==> src/ascon_pkg.sv <==
`timescale 1ns / 1ps
// ----------------------------------------------------------------------------
// Ascon-Hash256 engine package
// Shared types, constants and the Ascon round function.
// ----------------------------------------------------------------------------
package ascon_pkg;

  localparam logic [63:0] HASH_IV      = 64'h0000_0801_00CC_0002;
  localparam logic [63:0] PAD_WORD     = 64'h0000_0000_0000_0001;
  localparam int          NUM_ROUNDS   = 12;
  localparam logic [3:0]  LAST_ROUND   = 4'(NUM_ROUNDS - 1);
  localparam logic [1:0]  LAST_WORD    = 2'd3;
  localparam int          CMD_DEPTH_D  = 2;
  localparam int          OUT_DEPTH_D  = 4;

  typedef logic [4:0][63:0] sponge_t;

  typedef struct packed {
    logic [63:0] message_block;
    logic [3:0]  byte_count;
    logic        final_item;
  } item_t;

  typedef struct packed {
    logic [63:0] digest_word;
    logic [1:0]  word_index;
    logic        last_word;
  } result_t;

  typedef struct packed {
    logic [63:0] word;
    logic        fin;
  } cmd_t;

  typedef enum logic [1:0] {
    PH_IDLE,
    PH_ROUNDS,
    PH_EMIT
  } back_phase_t;

  function automatic logic [63:0] rotr(input logic [63:0] v, input int r);
    rotr = (v >> r) | (v << (64 - r));
  endfunction

  function automatic sponge_t ascon_round(input sponge_t s, input logic [3:0] r);
    logic [63:0] a0, a1, a2, a3, a4;
    logic [63:0] t0, t1, t2, t3, t4;
    sponge_t     o;
    a0 = s[0];
    a1 = s[1];
    a2 = s[2] ^ {56'd0, ~r, r};
    a3 = s[3];
    a4 = s[4];
    a0 = a0 ^ a4;
    a4 = a4 ^ a3;
    a2 = a2 ^ a1;
    t0 = ~a0 & a1;
    t1 = ~a1 & a2;
    t2 = ~a2 & a3;
    t3 = ~a3 & a4;
    t4 = ~a4 & a0;
    a0 = a0 ^ t1;
    a1 = a1 ^ t2;
    a2 = a2 ^ t3;
    a3 = a3 ^ t4;
    a4 = a4 ^ t0;
    a1 = a1 ^ a0;
    a0 = a0 ^ a4;
    a3 = a3 ^ a2;
    a2 = ~a2;
    o[0] = a0 ^ rotr(a0, 19) ^ rotr(a0, 28);
    o[1] = a1 ^ rotr(a1, 61) ^ rotr(a1, 39);
    o[2] = a2 ^ rotr(a2, 1) ^ rotr(a2, 6);
    o[3] = a3 ^ rotr(a3, 10) ^ rotr(a3, 17);
    o[4] = a4 ^ rotr(a4, 7) ^ rotr(a4, 41);
    return o;
  endfunction

  function automatic sponge_t ascon_init_state();
    sponge_t s;
    s    = '0;
    s[0] = HASH_IV;
    for (int i = 0; i < NUM_ROUNDS; i++) begin
      s = ascon_round(s, 4'(i));
    end
    return s;
  endfunction

  localparam sponge_t INIT_STATE = ascon_init_state();

endpackage

==> src/ascon_fifo.sv <==
`timescale 1ns / 1ps
// ----------------------------------------------------------------------------
// Ascon small queue
// Register-based first-in first-out queue with full and empty flags.
// ----------------------------------------------------------------------------
module ascon_fifo #(
  parameter int  DEPTH = 2,
  parameter type T     = logic
) (
  input  logic clk,
  input  logic rst,
  input  logic wr,
  input  T     wdata,
  output logic full,
  input  logic rd,
  output T     rdata,
  output logic empty
);

  localparam int PW = (DEPTH > 1) ? $clog2(DEPTH) : 1;
  localparam int CW = $clog2(DEPTH + 1);

  T              mem [DEPTH];
  logic [PW-1:0] wr_ptr;
  logic [PW-1:0] rd_ptr;
  logic [CW-1:0] count;
  logic          do_wr;
  logic          do_rd;

  assign full   = (count == CW'(DEPTH));
  assign empty  = (count == '0);
  assign do_wr  = wr & ~full;
  assign do_rd  = rd & ~empty;
  assign rdata  = mem[rd_ptr];

  always_ff @(posedge clk) begin
    if (do_wr) begin
      mem[wr_ptr] <= wdata;
    end
  end

  always_ff @(posedge clk) begin
    if (rst) begin
      wr_ptr <= '0;
      rd_ptr <= '0;
      count  <= '0;
    end else begin
      if (do_wr) begin
        wr_ptr <= (wr_ptr == PW'(DEPTH - 1)) ? '0 : wr_ptr + 1'b1;
      end
      if (do_rd) begin
        rd_ptr <= (rd_ptr == PW'(DEPTH - 1)) ? '0 : rd_ptr + 1'b1;
      end
      if (do_wr && !do_rd) begin
        count <= count + 1'b1;
      end else if (do_rd && !do_wr) begin
        count <= count - 1'b1;
      end
    end
  end

endmodule

==> src/ascon_front.sv <==
`timescale 1ns / 1ps
// ----------------------------------------------------------------------------
// Ascon input front end
// Accepts message items, applies padding and splits them into commands.
// ----------------------------------------------------------------------------
module ascon_front
  import ascon_pkg::*;
(
  input  logic  clk,
  input  logic  rst,
  input  logic  push,
  input  item_t item,
  output logic  full,
  output logic  cmd_push,
  output cmd_t  cmd,
  input  logic  cmd_full
);

  logic        pad_pending;
  logic [63:0] tail_word;
  logic        accept;

  always_comb begin
    for (int i = 0; i < 8; i++) begin
      if (4'(i) < item.byte_count) begin
        tail_word[8*i +: 8] = item.message_block[8*i +: 8];
      end else if (4'(i) == item.byte_count) begin
        tail_word[8*i +: 8] = 8'h01;
      end else begin
        tail_word[8*i +: 8] = 8'h00;
      end
    end
  end

  assign full   = pad_pending | cmd_full;
  assign accept = push & ~full;

  always_comb begin
    cmd_push = 1'b0;
    cmd      = '{word: item.message_block, fin: 1'b0};
    if (pad_pending) begin
      cmd_push = 1'b1;
      cmd      = '{word: PAD_WORD, fin: 1'b1};
    end else if (accept) begin
      cmd_push = 1'b1;
      if (item.final_item && !item.byte_count[3]) begin
        cmd = '{word: tail_word, fin: 1'b1};
      end
    end
  end

  always_ff @(posedge clk) begin
    if (rst) begin
      pad_pending <= 1'b0;
    end else if (pad_pending) begin
      if (!cmd_full) begin
        pad_pending <= 1'b0;
      end
    end else if (accept && item.final_item && item.byte_count[3]) begin
      pad_pending <= 1'b1;
    end
  end

endmodule

==> src/ascon_back.sv <==
`timescale 1ns / 1ps
// ----------------------------------------------------------------------------
// Ascon permutation back end
// Holds the sponge, runs one round per cycle and squeezes the digest.
// ----------------------------------------------------------------------------
module ascon_back
  import ascon_pkg::*;
(
  input  logic    clk,
  input  logic    rst,
  input  cmd_t    cmd,
  input  logic    cmd_empty,
  output logic    cmd_pop,
  output result_t res,
  output logic    res_push,
  input  logic    res_full
);

  sponge_t     st;
  sponge_t     st_next;
  sponge_t     round_out;
  back_phase_t phase;
  back_phase_t phase_next;
  logic [3:0]  rnd;
  logic [3:0]  rnd_next;
  logic        fin;
  logic        fin_next;
  logic [1:0]  widx;
  logic [1:0]  widx_next;

  assign round_out = ascon_round(st, rnd);

  always_ff @(posedge clk) begin
    if (rst) begin
      st    <= INIT_STATE;
      phase <= PH_IDLE;
      rnd   <= '0;
      fin   <= 1'b0;
      widx  <= '0;
    end else begin
      st    <= st_next;
      phase <= phase_next;
      rnd   <= rnd_next;
      fin   <= fin_next;
      widx  <= widx_next;
    end
  end

  always_comb begin
    st_next    = st;
    phase_next = phase;
    rnd_next   = rnd;
    fin_next   = fin;
    widx_next  = widx;
    cmd_pop    = 1'b0;
    res_push   = 1'b0;
    res        = '{digest_word: st[0], word_index: widx, last_word: (widx == LAST_WORD)};
    case (phase)
      PH_IDLE: begin
        if (!cmd_empty) begin
          cmd_pop    = 1'b1;
          st_next[0] = st[0] ^ cmd.word;
          fin_next   = cmd.fin;
          rnd_next   = '0;
          widx_next  = '0;
          phase_next = PH_ROUNDS;
        end
      end
      PH_ROUNDS: begin
        st_next = round_out;
        if (rnd == LAST_ROUND) begin
          rnd_next = '0;
          if (fin) begin
            phase_next = PH_EMIT;
          end else if (!cmd_empty) begin
            // chain the next block straight into the round loop
            cmd_pop    = 1'b1;
            st_next[0] = round_out[0] ^ cmd.word;
            fin_next   = cmd.fin;
            widx_next  = '0;
          end else begin
            phase_next = PH_IDLE;
          end
        end else begin
          rnd_next = rnd + 1'b1;
        end
      end
      PH_EMIT: begin
        if (!res_full) begin
          res_push = 1'b1;
          if (widx == LAST_WORD) begin
            st_next    = INIT_STATE;
            fin_next   = 1'b0;
            widx_next  = '0;
            phase_next = PH_IDLE;
          end else begin
            widx_next  = widx + 1'b1;
            rnd_next   = '0;
            phase_next = PH_ROUNDS;
          end
        end
      end
      default: begin
        phase_next = PH_IDLE;
      end
    endcase
  end

endmodule

==> src/ascon_hash256_engine_top.sv <==
`timescale 1ns / 1ps
// ----------------------------------------------------------------------------
// Ascon-Hash256 engine
// Message items enter through a queue-style push/full port; digest words
// leave through a queue-style empty/pop port.
//
// Each item carries up to eight message bytes (first byte in bits 7:0), a
// byte count and a final flag. Non-final items absorb a full eight-byte
// block. The final item pads, and four digest words (index 0..3, last_word
// on index 3) come out in order.
// Each block runs all NUM_ROUNDS Ascon rounds, one round per cycle in the back end;
// blocks chain with no gap while the command queue holds work. Each digest
// word after the first follows another full permutation. A final item that
// carries eight bytes also absorbs an extra pad block.
// Reset empties both queues and loads the precomputed initial sponge.
// When the receiver stalls, up to four digest words wait in the output
// queue; after that the back end holds, and full rises once the command
// queue fills.
// ----------------------------------------------------------------------------
module ascon_hash256_engine_top
  import ascon_pkg::*;
#(
  parameter int CMD_DEPTH = CMD_DEPTH_D,
  parameter int OUT_DEPTH = OUT_DEPTH_D
) (
  input  logic    clk,
  input  logic    rst,
  input  logic    push,
  input  item_t   item,
  output logic    full,
  output logic    empty,
  input  logic    pop,
  output result_t result
);

  logic    cmd_push;
  cmd_t    cmd_wdata;
  logic    cmd_full;
  cmd_t    cmd_rdata;
  logic    cmd_empty;
  logic    cmd_pop;
  result_t res_wdata;
  logic    res_push;
  logic    res_full;

  ascon_front u_front (
    .clk      (clk),
    .rst      (rst),
    .push     (push),
    .item     (item),
    .full     (full),
    .cmd_push (cmd_push),
    .cmd      (cmd_wdata),
    .cmd_full (cmd_full)
  );

  ascon_fifo #(
    .DEPTH (CMD_DEPTH),
    .T     (cmd_t)
  ) u_cmd_q (
    .clk   (clk),
    .rst   (rst),
    .wr    (cmd_push),
    .wdata (cmd_wdata),
    .full  (cmd_full),
    .rd    (cmd_pop),
    .rdata (cmd_rdata),
    .empty (cmd_empty)
  );

  ascon_back u_back (
    .clk       (clk),
    .rst       (rst),
    .cmd       (cmd_rdata),
    .cmd_empty (cmd_empty),
    .cmd_pop   (cmd_pop),
    .res       (res_wdata),
    .res_push  (res_push),
    .res_full  (res_full)
  );

  ascon_fifo #(
    .DEPTH (OUT_DEPTH),
    .T     (result_t)
  ) u_res_q (
    .clk   (clk),
    .rst   (rst),
    .wr    (res_push),
    .wdata (res_wdata),
    .full  (res_full),
    .rd    (pop),
    .rdata (result),
    .empty (empty)
  );

endmodule
==> config.mk <==
export PLATFORM = sky130hd
export DESIGN_NAME = ascon_hash256_engine_top
export DESIGN_NICKNAME = d
export VERILOG_FILES = /design/src/ascon_pkg.sv /design/src/ascon_fifo.sv /design/src/ascon_front.sv /design/src/ascon_back.sv /design/src/ascon_hash256_engine_top.sv
export SDC_FILE = /design/constraint.sdc
export NUM_CORES = 2
export LEC_CHECK = 0
export BUFFER_PORTS_ARGS = -buffer_cell sky130_fd_sc_hd__buf_2
export CORE_UTILIZATION = 55
export CTS_BUF_LIST = sky130_fd_sc_hd__clkbuf_16
export DETAILED_ROUTE_END_ITERATION = 16
export GPL_ROUTABILITY_DRIVEN = 1
export PLACE_DENSITY = 0.75
export SLEW_MARGIN = 30
export SYNTH_ARGS = -nofsm -noshare
export SYNTH_HDL_FRONTEND = slang
export SYNTH_SLANG_ARGS = --single-unit
==> constraint.sdc <==
create_clock -name clk -period 5.6 [get_ports clk]
set_input_delay 0.28 -clock clk [delete_from_list [all_inputs] [get_ports clk]]
set_output_delay 0.28 -clock clk [all_outputs]
set_load 0.01 [all_outputs]
==> impl_results.md <==
- Outcome: finished clean
- Post-Synthesis Cells: 3603
- Height of the die: 286 µm
- Maximum clock frequency: 263 MHz
- Met1 Wirelength: 57.8 mm
- CP startpoint kind: register
- Worst Setup Slack post-DPL: 1.95 ns
- First-pass iteration count of the detailed router: 8
- Setup repair after global routing missed its margin: false
- Layout cell share with drive strength beyond 1: 12.1%
- Clock tree from TritonCTS: yes
- Utilization after layout: 62.6%
- Die X-Extent: 286 µm
- Via count of the first global-routing pass: 29182
- Level count of the clock H-tree: 3
- Hold_ws: 0.0132 ns
- Final setup violating endpoints: 0
- Setup Skew: 0.0403 ns
- Pin count of the biggest net entering global routing: 117
- Sequential-to-total area share from yosys stat: 42.5%
- Yosys synthesis warning count: 0
- Number of design rule violations left after detail routing: 0
- Initial core utilization: 55.8%
- Slew at the pin closest to its max-slew limit: 1.17 ns
- Number of violations of the max-capacitance limit: 0
- Die ar.: 81700 µm²
- Number of clock buffers inserted by TritonCTS: 82
- Data required time at the worst endpoint: 6.19 ns
- Post-Route Setup TNS: 0 ns
- Detailed Route WL: 152 mm
- Top library cells by usage in the layout, fill and taps aside: 472 x sky130_fd_sc_hd__xnor2_1, 398 x sky130_fd_sc_hd__edfxtp_1, 341 x sky130_fd_sc_hd__dfxtp_1
- Number of nets still failing antenna checks after routing: 0
- Synth Net Count: 3819
- CORE AREA: 79400 µm²
- Most instantiated flip-flop cell in the synthesis netlist: sky130_fd_sc_hd__edfxtp_1
- # nets final: 3991
- Clock sink total: 742
- Worst endpoint data arrival time: 4.40 ns
- Largest fanout of any net on the critical path: 78
- Critical Path End Type: register
- DRT iter0 DRCs: 4475
- Number of antenna violations at the first check in global routing: 4
- Vias: 30738
- Highest signal layer in the routed design: met5
- Post-detailed-route via-to-cell ratio: 6.28
- Final worst slack: 1.79 ns
- Quantity of I/O buffers inserted on ports: 141
- Average wire per standard cell: 31.0 µm
- Number of cells upsized or downsized after cts: 0
- Share of synthesized flip-flops with an asynchronous set or reset: 0%
- Clock-pin slew reported for the worst setup and hold paths after clock tree synthesis: 0.07 ns
- Sum of met3 wire segment lengths after detailed routing: 18.1 mm
- Maximum buffer depth of the clock tree: 3
- Hold/Removal Path Class: input pin to register
- Synthesis-to-layout area growth: 12.1%
- GR Util All Layers: 36.9%
- HPWL after DPL: 115 mm
- Relative slew slack: 21.5%
- Wire length of the first global-routing pass: 212 mm
- Most common cell after layout, fill and taps aside: sky130_fd_sc_hd__xnor2_1
- Number of register bits inferred by synthesis: 742
- Met2 routed WL: 65.7 mm
- Cell variety after synth: 55
- Synthesized cell area: 44300 µm²
- Number of I/O pins: 142
- Insertion delay to the later sink of the worst-skew pair: 0.67 ns
- Number of hold violations in the final report: 0
- Class of the most critical setup path: register to register
- Site row count: 103
- Overflow after GRT: 0
- Final weighted congestion in routability-driven placement: 1.09
- Clock root buffer master: sky130_fd_sc_hd__clkbuf_16
- Fill cell count: 6079
- Final min period: 3.81 ns
- EDFF count, synth: 398
- Avg Inst Size Synth: 12.3 µm²
- Total count of max-transition violations in the final report: 0
- Final Cycle Share: 68.0%
[flip-flops by register name, indices dropped and copies added (netlist names), 3 cells and up, named ones only]
register       count
u_cmd_q.mem      130
u_back.res        64
u_res_q.mem      268
u_back.rnd         4
u_back.st        256
u_res_q.count      3
[cells by family after synthesis]
group / share of synthesized area (%)
xor gates and xnor gates: 29.5
and+or+nand+nor: 6.76
buffers and inverters: 3.24
adders and majority gates: 5.50
DFF: 42.5
AOI/OAI and AO/OA: 7.47
muxes: 5.07
[synth_stat cells (110+ instances only)]
master / count / area [µm²]
sky130_fd_sc_hd__a21oi_1: 116 / 581
sky130_fd_sc_hd__a22oi_1: 110 / 826
sky130_fd_sc_hd__clkbuf_1: 116 / 435
sky130_fd_sc_hd__dfxtp_1: 344 / 6890
sky130_fd_sc_hd__edfxtp_1: 398 / 12000
sky130_fd_sc_hd__ha_1: 142 / 1780
sky130_fd_sc_hd__inv_1: 201 / 754
sky130_fd_sc_hd__nand2_1: 244 / 916
sky130_fd_sc_hd__nor2_1: 132 / 495
sky130_fd_sc_hd__xnor2_1: 498 / 4360
sky130_fd_sc_hd__xnor3_1: 296 / 6670
sky130_fd_sc_hd__xor2_1: 167 / 1460
[through the flow]
stage / instance area (µm²) / std cells
finish: 49700 / 4896
CTS: 49600 / 4893
detailed placement: 46400 / 4683
global placement: 46200 / 4681
global route: 49700 / 4893
floorplan: 44300 / 3603
[worst max-delay path, stage by stage, from the launching register on]
cell and delay (ns):
sky130_fd_sc_hd__dfxtp_1 0.42, sky130_fd_sc_hd__inv_1 0.10, sky130_fd_sc_hd__ha_1 0.45, sky130_fd_sc_hd__and4bb_1 0.39, sky130_fd_sc_hd__or4_2 0.67, sky130_fd_sc_hd__buf_4 0.40, sky130_fd_sc_hd__nor2_1 0.91, sky130_fd_sc_hd__a2bb2oi_1 0.18
sky130_fd_sc_hd__o2bb2ai_1 0.18
[final timing paths]
check	start	to	slack (ns)	depth (start not counted)
worst max register to register	u_back.phase[0]$_SDFFE_PP0P_	u_back.res[61]$_SDFFE_PP0P_	1.79	8
worst min register to register	u_res_q.count[2]$_SDFFE_PP0P_	u_res_q.count[2]$_SDFFE_PP0P_	0.52	2
worst max-delay path	u_back.phase[0]$_SDFFE_PP0P_	u_back.res[61]$_SDFFE_PP0P_	1.79	8
worst min-delay path	item[31]	u_cmd_q.mem[0][27]$_DFFE_PP_	0.01	2
[area by class of cell]
class	instances	area, µm²	share of cell area [%]
Timing Repair Buffer	254	1770	3.57
Multi-Input combinational cell	2494	24400	49.1
Antenna cell	3	7.51	0.0151
Clock buffer	82	2050	4.13
Sequential cell	742	18800	37.9
Clock inverter	70	547	1.10
Inverter	201	754	1.52
Tap cell	1050	1310	2.64
[what timing repair did]
| item | 4_1_cts | 5_1_grt |
|---|---|---|
| endpoints found under the hold margin | 116 | 0 |
| setup buffers | 0 | 0 |
| hold buffers | 58 | 0 |
[routing by layer]
| metal | up-vias | global-route usage, % |
|---|---|---|
| met5 | - | 0.523 |
| met4 | 8 | 20.7 |
| met3 | 388 | 9.74 |
| met2 | 1919 | 54.5 |
| met1 | 15260 | 49.3 |
| li1 | 13163 | - |
Power is left out: the tool's default activity adds up to more than one toggle a clock period on the data nets, which glitch-free logic cannot reach.
